<file path="src/sv/fft8_pkg.sv">
`timescale 1ns / 1ps
package fft8_pkg;
   localparam int SAMPLE_WIDTH_DEF = 16;
   localparam int TWIDDLE_FRAC_DEF = 15;
   localparam int NPTS = 8;
   localparam int BIN_WIDTH = 20;

   typedef struct packed {
      logic signed [SAMPLE_WIDTH_DEF-1:0] sample_real;
      logic signed [SAMPLE_WIDTH_DEF-1:0] sample_imag;
   } req_type;

   typedef struct packed {
      logic signed [BIN_WIDTH-1:0] bin_real;
      logic signed [BIN_WIDTH-1:0] bin_imag;
      logic                        last_bin;
   } rsp_type;

   typedef enum logic [2:0] {
      ST_FILL, ST_LOAD, ST_S1, ST_S2, ST_S3, ST_EMIT
   } state_type;

   // cos(pi/4) in Q(f), rounded
   function automatic logic [17:0] cos_q(input int f);
      logic [63:0] t;
      t = 64'hB504F333F9DE6484 >> (63 - f);
      return 18'((t + 64'd1) >> 1);
   endfunction

   function automatic logic [2:0] bitrev3(input logic [2:0] i);
      return {i[0], i[1], i[2]};
   endfunction
endpackage

</file>
<file path="src/sv/fft_8point_radix2.sv">
`timescale 1ns / 1ps
// 8-point radix-2 DIT FFT. While busy is low, samples are taken one per cycle
// into an 8-entry store; after the eighth, busy stays high while the store is
// copied into a working memory in bit-reversed order, through three butterfly
// passes of four butterflies in three steps each (read, registered twiddle
// multiply, write back), and while the eight bins go out on consecutive cycles
// with rsp_strobe, last_bin on bin 7. Results cannot be stalled. Bins are
// unscaled 20-bit values.
module fft_8point_radix2 #(
   parameter int TWIDDLE_FRAC_BITS = fft8_pkg::TWIDDLE_FRAC_DEF
) (
   input  logic              clock,
   input  logic              reset,
   input  logic              start,
   output logic              busy,
   input  fft8_pkg::req_type req_data,
   output logic              rsp_strobe,
   output fft8_pkg::rsp_type rsp_data
);
   localparam int BW = fft8_pkg::BIN_WIDTH;
   localparam int SAMPLE_WIDTH = fft8_pkg::SAMPLE_WIDTH_DEF;

   logic [2*SAMPLE_WIDTH-1:0] store [fft8_pkg::NPTS];
   logic signed [BW-1:0] wr_re [fft8_pkg::NPTS];
   logic signed [BW-1:0] wr_im [fft8_pkg::NPTS];

   fft8_pkg::state_type state_ff, state_in;
   logic [2:0] cnt_ff, cnt_in;
   logic [1:0] ph_ff, ph_in;
   logic [2*SAMPLE_WIDTH-1:0] srd_ff;
   logic signed [BW-1:0] ur_ff, ui_ff, vr_ff, vi_ff;
   logic signed [BW-1:0] bin_re_ff, bin_im_ff;
   logic [2:0] iu, iv;
   logic [1:0] tk;
   logic signed [BW-1:0] tr, ti;
   logic accept;

   assign accept = start && !busy;

   // butterfly index pairs per pass; cnt counts butterflies 0..3
   always_comb begin
      unique case (state_ff)
         fft8_pkg::ST_S1: begin iu = {cnt_ff[1:0], 1'b0}; tk = 2'd0; end
         fft8_pkg::ST_S2: begin iu = {cnt_ff[1], 1'b0, cnt_ff[0]}; tk = {cnt_ff[0], 1'b0}; end
         default:         begin iu = {1'b0, cnt_ff[1:0]}; tk = cnt_ff[1:0]; end
      endcase
      unique case (state_ff)
         fft8_pkg::ST_S1: iv = iu | 3'd1;
         fft8_pkg::ST_S2: iv = iu | 3'd2;
         default:         iv = iu | 3'd4;
      endcase
   end

   fft8_cmul #(.W(BW), .F(TWIDDLE_FRAC_BITS)) u_cmul (
      .clock(clock), .k(tk), .a(vr_ff), .b(vi_ff), .re(tr), .im(ti)
   );

   // next state
   always_comb begin
      state_in = state_ff;
      cnt_in = cnt_ff;
      ph_in = ph_ff;
      unique case (state_ff)
         fft8_pkg::ST_FILL: if (accept) begin
            cnt_in = cnt_ff + 3'd1;
            if (cnt_ff == 3'd7) state_in = fft8_pkg::ST_LOAD;
         end
         fft8_pkg::ST_LOAD: begin
            ph_in = ph_ff + 2'd1;
            if (ph_ff == 2'd1) begin
               ph_in = 2'd0;
               cnt_in = cnt_ff + 3'd1;
               if (cnt_ff == 3'd7) state_in = fft8_pkg::ST_S1;
            end
         end
         fft8_pkg::ST_S1, fft8_pkg::ST_S2, fft8_pkg::ST_S3: begin
            ph_in = ph_ff + 2'd1;
            if (ph_ff == 2'd2) begin
               ph_in = 2'd0;
               cnt_in = {1'b0, cnt_ff[1:0] + 2'd1};
               if (cnt_ff[1:0] == 2'd3) begin
                  cnt_in = 3'd0;
                  unique case (state_ff)
                     fft8_pkg::ST_S1: state_in = fft8_pkg::ST_S2;
                     fft8_pkg::ST_S2: state_in = fft8_pkg::ST_S3;
                     default:         state_in = fft8_pkg::ST_EMIT;
                  endcase
               end
            end
         end
         fft8_pkg::ST_EMIT: begin
            cnt_in = cnt_ff + 3'd1;
            if (cnt_ff == 3'd7) state_in = fft8_pkg::ST_FILL;
         end
         default: state_in = fft8_pkg::ST_FILL;
      endcase
   end

   always_ff @(posedge clock) begin
      if (reset) begin
         state_ff <= fft8_pkg::ST_FILL;
         cnt_ff <= 3'd0;
         ph_ff <= 2'd0;
      end else begin
         state_ff <= state_in;
         cnt_ff <= cnt_in;
         ph_ff <= ph_in;
      end
   end

   // outputs
   always_comb begin
      busy = (state_ff != fft8_pkg::ST_FILL);
      rsp_strobe = (state_ff == fft8_pkg::ST_EMIT);
      rsp_data.bin_real = bin_re_ff;
      rsp_data.bin_imag = bin_im_ff;
      rsp_data.last_bin = (cnt_ff == 3'd7);
   end

   // sample store: write on accept, bit-reversed read during load
   always_ff @(posedge clock) begin
      if (accept)
         store[cnt_ff] <= {SAMPLE_WIDTH'(req_data.sample_imag),
                           SAMPLE_WIDTH'(req_data.sample_real)};
      srd_ff <= store[fft8_pkg::bitrev3(cnt_ff)];
   end

   // working memory: read u,v in phase 0, twiddle in phase 1, write back in phase 2
   always_ff @(posedge clock) begin
      if (state_ff == fft8_pkg::ST_LOAD && ph_ff == 2'd1) begin
         wr_re[cnt_ff] <= BW'(signed'(srd_ff[SAMPLE_WIDTH-1:0]));
         wr_im[cnt_ff] <= BW'(signed'(srd_ff[2*SAMPLE_WIDTH-1:SAMPLE_WIDTH]));
      end
      if (ph_ff == 2'd0) begin
         ur_ff <= wr_re[iu];
         ui_ff <= wr_im[iu];
         vr_ff <= wr_re[iv];
         vi_ff <= wr_im[iv];
      end
      if ((state_ff == fft8_pkg::ST_S1 || state_ff == fft8_pkg::ST_S2
           || state_ff == fft8_pkg::ST_S3) && ph_ff == 2'd2) begin
         wr_re[iu] <= ur_ff + tr;
         wr_im[iu] <= ui_ff + ti;
         wr_re[iv] <= ur_ff - tr;
         wr_im[iv] <= ui_ff - ti;
      end
      // bin read in the cycle before its beat; bin 0 is not written by the
      // final write-back of the final pass, so the early read is safe
      bin_re_ff <= wr_re[cnt_in];
      bin_im_ff <= wr_im[cnt_in];
   end
endmodule

</file>
<file path="src/sv/fft8_cmul.sv">
`timescale 1ns / 1ps
// Rotates (a,b) by W^k with per-product rounding; one multiply layer, registered.
module fft8_cmul #(
   parameter int W = 20,
   parameter int F = fft8_pkg::TWIDDLE_FRAC_DEF
) (
   input  logic                clock,
   input  logic [1:0]          k,
   input  logic signed [W-1:0] a,
   input  logic signed [W-1:0] b,
   output logic signed [W-1:0] re,
   output logic signed [W-1:0] im
);
   localparam int PW = W + F + 3;
   logic signed [F+2:0] c;
   logic signed [PW-1:0] pa_ff, pb_ff;
   logic signed [PW-1:0] pa_in, pb_in;
   logic [1:0] k_ff;
   logic signed [W-1:0] a_ff, b_ff;
   logic signed [PW-1:0] ra, rb, ran, rbn;

   assign c = (F+3)'(fft8_pkg::cos_q(F));
   assign pa_in = PW'(a) * PW'(c);
   assign pb_in = PW'(b) * PW'(c);

   always_ff @(posedge clock) begin
      pa_ff <= pa_in;
      pb_ff <= pb_in;
      k_ff <= k;
      a_ff <= a;
      b_ff <= b;
   end

   // x*c and x*(-c) rounded separately; half-up rounding is not symmetric
   // W^1: (ra-rbn, ran+rb), W^3: (ran-rbn, ran+rbn)
   assign ra = (pa_ff + (PW'(1) <<< (F-1))) >>> F;
   assign rb = (pb_ff + (PW'(1) <<< (F-1))) >>> F;
   assign ran = ((PW'(1) <<< (F-1)) - pa_ff) >>> F;
   assign rbn = ((PW'(1) <<< (F-1)) - pb_ff) >>> F;

   always_comb begin
      case (k_ff)
         2'd0: begin re = a_ff; im = b_ff; end
         2'd1: begin re = W'(ra - rbn); im = W'(ran + rb); end
         2'd2: begin re = b_ff; im = -a_ff; end
         default: begin re = W'(ran - rbn); im = W'(ran + rbn); end
      endcase
   end
endmodule

</file>
<file path="config.mk">
export PLATFORM = sky130hd
export DESIGN_NAME = fft_8point_radix2
export DESIGN_NICKNAME = d
export VERILOG_FILES = /design/src/sv/fft8_pkg.sv /design/src/sv/fft_8point_radix2.sv /design/src/sv/fft8_cmul.sv
export SDC_FILE = /design/constraint.sdc
export NUM_CORES = 2
export LEC_CHECK = 0
export BUFFER_PORTS_ARGS = -buffer_cell sky130_fd_sc_hd__buf_2
export CORE_ASPECT_RATIO = 1.1
export CORE_MARGIN = 2
export CORE_UTILIZATION = 61
export DETAILED_ROUTE_END_ITERATION = 6
export PLACE_DENSITY = 0.78
export SYNTH_ARGS = -nofsm -noshare
export SYNTH_HDL_FRONTEND = slang
export SYNTH_HIERARCHICAL = 1
export SYNTH_SLANG_ARGS = --single-unit
</file>
<file path="constraint.sdc">
create_clock -name clock -period 6.4 [get_ports clock]
set_input_delay 0.64 -clock clock [delete_from_list [all_inputs] [get_ports clock]]
set_output_delay 0.64 -clock clock [all_outputs]
set_load 0.01 [all_outputs]
</file>
* Word level (Yosys, flattened, before mapping)
Memories as Yosys holds them, arrays and structs flattened. A register that Yosys moved wholly into a read port is not among the register bits.
Index checks and enable logic that the tools add are counted.
W data, S select, Z words.
** Storage, ports and cells
- Flip-flop bits (word level) :: 118
- RAM bits :: 576
- Bits of input ports :: 35
- Output and inout bits :: 43
- Logic and storage cells :: 96
- Memories :: 3
** Memory list
- store :: depth 8, bits a word 32, rd ports 1, clocked after Yosys merged registers in 1, write ports 1, line fft_8point_radix2.sv:23 : logic [2*SAMPLE_WIDTH-1:0] store [fft8_pkg::NPTS];
- wr_im :: depth 8, bits a word 20, rd ports 3, clocked after Yosys merged registers in 3, write ports 2, line fft_8point_radix2.sv:25 : logic signed [BW-1:0] wr_im [fft8_pkg::NPTS];
- wr_re :: depth 8, bits a word 20, rd ports 3, clocked after Yosys merged registers in 3, write ports 2, line fft_8point_radix2.sv:24 : logic signed [BW-1:0] wr_re [fft8_pkg::NPTS];
** Operators by class
- $add $sub $neg :: 16
- $mul :: 2
- Equal/unequal tests :: 18
- Multiplexer cells :: 34
- Reductions and logical operators :: 15
** Operators by type and width (count)
- $pmux W20 S3 :: 2
- $add A20 B20 Y20 :: 4
- $sub A20 B20 Y20 :: 4
- $add A35 B16 Y35 const B :: 2
- $sub A16 B35 Y35 const A :: 2
- $mul A20 B15 Y34 const B :: 2
- $mux W20 :: 2
- $reduce_or A20 Y1 :: 2
- $mux W3 :: 12
- $pmux W3 S4 :: 2
- $neg A20 Y20 :: 1
- $pmux W3 S2 :: 3
- $ne A2 B2 Y1 const B :: 6
- $eq A3 B3 Y1 const B :: 3
- $mux W1 :: 8
- $pmux W2 S2 :: 2
- $reduce_and A7 Y1 :: 1
- $eq A2 B2 Y1 const B :: 3
- $eq A3 B2 Y1 const B :: 2
- $mux W2 :: 3
- $add A2 B1 Y2 const B :: 2
- $eq A2 B1 Y1 const B :: 2
- $logic_not A2 Y1 :: 2
- $add A3 B1 Y3 const B :: 1
- other kinds (9) :: 12

* Depth between registers and ports, before layout
- Word-level depth :: 8
- Mapped depth :: 30
- Depth with buffers taken out :: 28

* Modules after synthesis
The synthesis kept the hierarchy.
** By module, submodules not included
- fft_8point_radix2 :: times used 1, cells each 3442, area each 39131.3 um^2, sequential area each 21300.4 um^2
- fft8_cmul :: times used 1, cells each 1767, area each 16040.4 um^2, sequential area each 1961.9 um^2

* Worst setup path before layout
Ideal clock, no wire load.
- Kind :: register to register
- Start point :: register u_cmul.k_ff[1]
- End point :: memory wr_im[1][19] (netlist name) (data pin)
- Library setup time :: 0.276 ns
- Data arrival time :: 5.614 ns
- Path slack :: 0.511 ns
- Cell stages (with the launch flop) :: 25
- Buffers on the path :: 4
- Clock period less this slack :: 5.889 ns
- Path through :: dfxtp_1 clkbuf_1 nand2b_1 clkbuf_1 clkbuf_1 mux2_2 ha_1 inv_1 fa_1 nand2b_1 a21oi_1 o311ai_0 a211oi_1 nor4_1 nor3_1 or2_2 a221oi_1 inv_1 ha_1 clkbuf_1 or4_1 a31o_2 and3_1 o31ai_2 mux2i_1
** RTL lines
- from (decl) :: line fft8_cmul.sv:18 : logic [1:0] k_ff;
- from (signal assigned) :: line fft8_cmul.sv:29 : k_ff <= k;
- to (decl) :: line fft_8point_radix2.sv:25

==> key figures <==
Timing
  • Final WS setup: 0.216 ns
  • Period minus WS final: approximately 6.2 ns
  • Fmax: between 150 and 200 MHz
  • Final Cycle Share: 0.966
  • Fin. Hold Viols: 0
  • Final slew viol count: 0
  • RSZ-0062 raised after global routing: true
  • # setup viols final: 0
  • Slew @ Worst Pin: between 1 and 1.5 ns
  • Final clock skew: around 0.028 ns
  • Worst slew margin: 0.0644

Placement
  • Placed Cells: 6293
  • DP Wirelength: roughly 120000 um
  • Gpl congestion: around 1.0
  • Pre-CTS WS: -0.197 ns
  • Placed cell area: 57200 um2
  • Buffers on Ports: 77

Yosys
  • Commonest cells post-synth: edfxtp_1 (656), nand2_1 (632), ha_1 (412)
  • Cell with the most instances after synthesis: edfxtp_1
  • EDFF count, synth: between 600 and 700
  • Synthesized flop and latch total: approximately 830
  • Post-Synthesis Cells: between 5000 and 6000
  • Sequential-to-total area share from yosys stat: 0.422
  • Share of flip-flops with an asynchronous set or reset: 0
  • Yosys warning total: 6
  • Syn_nets: 5814
  • Synth top area cells: edfxtp_1 (36%), ha_1 (9.3%), dfxtp_1 (6.5%), fa_1 (5.7%), mux4_2 (4.5%)
  • Post-synth cell types: 100
  • Syn avg cell area: between 10 and 15 um2
  • Cell taking the most area after synthesis: edfxtp_1
  • Top-area cell type share of the netlist area: 0.357
  • Top_reg_cell synth: edfxtp_1
  • Mapped cell area: between 50000 and 60000 um2

Clock tree
  • TritonCTS clock tree: built
  • Clock latency at the later pin of the worst-skew pair: 0.69 ns
  • Clock Path Buffers: 3
  • # clock sinks: about 830
  • Clock-pin slew on the worst setup and hold paths: 0.07 ns
  • Clock root buffer: clkbuf_16
  • H-tree depth: 3
  • Total CTS buffers: between 80 and 90

Power and ir drop
  • Reg power frac: 0.232
  • PnR Total Power: 30.2 mW
  • Leak: around 24 nW
  • Combinational share of power: 0.600
  • Clock network fraction of total power: 0.168
  • Pint: between 15 and 20 mW
  • Power density over the cells: 500 nW/um2
  • P_sw: approximately 14 mW
  • Peak supply drop: between 0.0004 and 0.0005 V
  • Sw Share: 0.448

Min path
  • Hold-critical path depth: 1
  • HP Class: input port to flop

Final layout
  • Post-route cell area: 60500 um2
  • FILL cells: approximately 6600
  • Multi-input logic area: 29900 um2
  • Non-Filler Instances: around 6500
  • Area grow syn2layout: 9.62%
  • Nets: between 5000 and 6000
  • Share of cells above drive strength 1: 0.138
  • Sequential cell area: between 20000 and 25000 um2

Job
  • Max Cap Viol: 0

Worst setup path
  • Setup crit end: wr_re[4][15]
  • Crit. Startpoint: u_cmul/pb_ff[15]
  • Flop2flop setup slack: about 0.22 ns
  • Startpoint Class: flop
  • R2R cell count: 27
  • End of the worst register-to-register path: wr_re[4][15]
  • Crit-path max cell delay: between 0.4 and 0.5 ns
  • Crit-path slowest cell: a311oi_1
  • Top cell by count, worst path: buf_4
  • Critical path data arrival time: ~6.5 ns
  • Crit Path Max Fanout: 8
  • Critical Path RT: 6.76 ns
  • CP Capture Type: flop
  • RR Startpoint: u_cmul/pb_ff[15]
  • Crit path kind: flop to flop

GRT
  • Initial antenna violation count: 9
  • Total GRT Usage: 0.369
  • GRT overflow: 0
  • Number of global-route vias before repair: 42864
  • Largest net degree at the start of global routing: 83
  • First-pass GRT wire length: 258000 um

Floorplan
  • Num ports: a little under 80
  • Initial Util: 0.616
  • Die area: roughly 93000 um2
  • Die height: between 300 and 400 um
  • Core area: roughly 90000 um2
  • # rows: approximately 120
  • Die width: between 200 and 300 um

Status
  • Violated checks: DRC
  • Status: finished, violations left

Detailed routing
  • Initial DRC count: around 6000
  • Post-DRT Antenna Nets: 0
  • Vias per cell: ~6.8
  • Pre-antenna DRT Iters: 7
  • Final wirelength: 174000 um
  • Routed via count: around 44000
  • DRC: 1
  • WL per Instance: 26.9 um
[sequential cells by signal, summed over array words and instances (netlist names), 28 cells and up]
register      flops
srd_ff           32
store           256
u_cmul/pa_ff     28
u_cmul/pb_ff     28
wr_im           160
wr_re           160
[layout make-up]
type / count / share of cell area
Tap cell: 1170 / 0.0242
Multi-Input combinational cell: 3709 / 0.494
Clock buffer: 104 / 0.0379
Inverter: 346 / 0.0215
Timing Repair Buffer: 247 / 0.0282
Clock inverter: 54 / 0.00892
Sequential cell: 834 / 0.385
Antenna cell: 2 / 0.0000828
[how the worst min path moves through the flow]
stage | from | end | slack, ns
global route | req_data[16] | store[4][0] | 0.22
detailed placement | srd_ff[12] | wr_re[7][12] | 0.59
CTS | req_data[16] | store[4][0] | 0.20
global placement | srd_ff[12] | wr_re[7][12] | 0.56
floorplan | vr_ff[2] | u_cmul/a_ff[2] | 0.46
finish | req_data[16] | store[5][0] | 0.22
[power groups by stage]
stage | clock network (mW) | registers, mW | logic (mW)
floorplan | 0 | 6.74 | 13.0
global placement | 0 | 7.09 | 16.9
detailed placement | 0 | 7.10 | 17.2
CTS | 5.08 | 6.99 | 17.4
global route | 5.29 | 7.04 | 20.0
finish | 5.07 | 7.02 | 18.1
[layer usage]
metal	track usage	routed length, um
met5	0	67
met4	0.231	12800
met3	0.0885	21200
met1	0.448	59800
met2	0.594	80100
[what timing repair did]
item | CTS | global route
endpoints found under the setup margin | 44 | 125
setup buffers | 0 | 13
hold buffers | 0 | 0
pin swaps | 1 | 15
gates resized for setup | 7 | 81
cloned | 0 | 0
[metrics by stage]
| step | hold WS (ns) | utilization | TNS [ns] |
|---|---|---|---|
| after floorplan | 0.457 | - | 0 |
| after global placement | 0.556 | 0.639 | -0.151 |
| after detailed placement | 0.589 | 0.639 | -2.43 |
| after CTS | 0.203 | 0.671 | 0 |
| after global routing | 0.219 | 0.676 | -0.278 |
| final | 0.221 | 0.676 | 0 |
[kinds of logic (layout without fill, tap and decap cells)]
kind of cell | count (synthesis) | in the layout | share of synthesized area
XOR/XNOR | 231 | 231 | 0.0368
buffers and inverters | 666 | 751 | 0.0484
multiplexers | 310 | 310 | 0.0825
adder cells (fa/ha/maj) | 570 | 570 | 0.151
flip-flops | 834 | 834 | 0.422
AND/OR/NAND/NOR | 1477 | 1477 | 0.121
AO/OA/AOI/OAI | 1121 | 1121 | 0.139
other | 0 | 2 | 0
[critical path, delay by kind of cell (launching register included)]
family	cells	cell delay [ns]
XOR/XNOR	3	0.59
AND/OR/NAND/NOR	6	0.78
adder cells (fa/ha/maj)	3	0.98
buffers and inverters	7	1.17
AO/OA/AOI/OAI	8	1.90
flip-flops	1	0.42
[cell usage in the layout (no fill, tap or decap), types with 14 or more instances in the layout]
cell / netlist / layout
inv_1: 343 / 343
dfxtp_1: 178 / 173
clkinv_1: 1 / 16
o21a_1: 29 / 28
buf_2: 80 / 77
o21ai_1: 24 / 31
nor3_1: 74 / 66
xor2_1: 75 / 75
clkinv_2: 0 / 17
and3_1: 69 / 68
nand2b_1: 40 / 40
a311oi_1: 47 / 47
o21bai_1: 18 / 18
o21ai_2: 8 / 16
xnor2_1: 155 / 147
nand4_1: 14 / 14
edfxtp_1: 656 / 656
nor2_1: 348 / 333
o221ai_1: 149 / 148
clkbuf_16: 0 / 88
nor4_1: 26 / 20
mux2_2: 42 / 41
ha_1: 412 / 406
mux4_2: 110 / 110
a31oi_1: 59 / 57
a21oi_1: 193 / 184
fa_1: 158 / 158
a21o_1: 53 / 53
or3_1: 21 / 18
a31o_2: 39 / 39
buf_4: 13 / 165
o21ai_0: 266 / 246
nor2b_1: 37 / 36
o22ai_1: 31 / 30
a211oi_1: 38 / 33
o211ai_1: 15 / 15
nand2_1: 632 / 623
a221oi_1: 44 / 43
nand3_1: 143 / 143
mux2i_1: 156 / 155
Power figures use the tool's default switching activity.
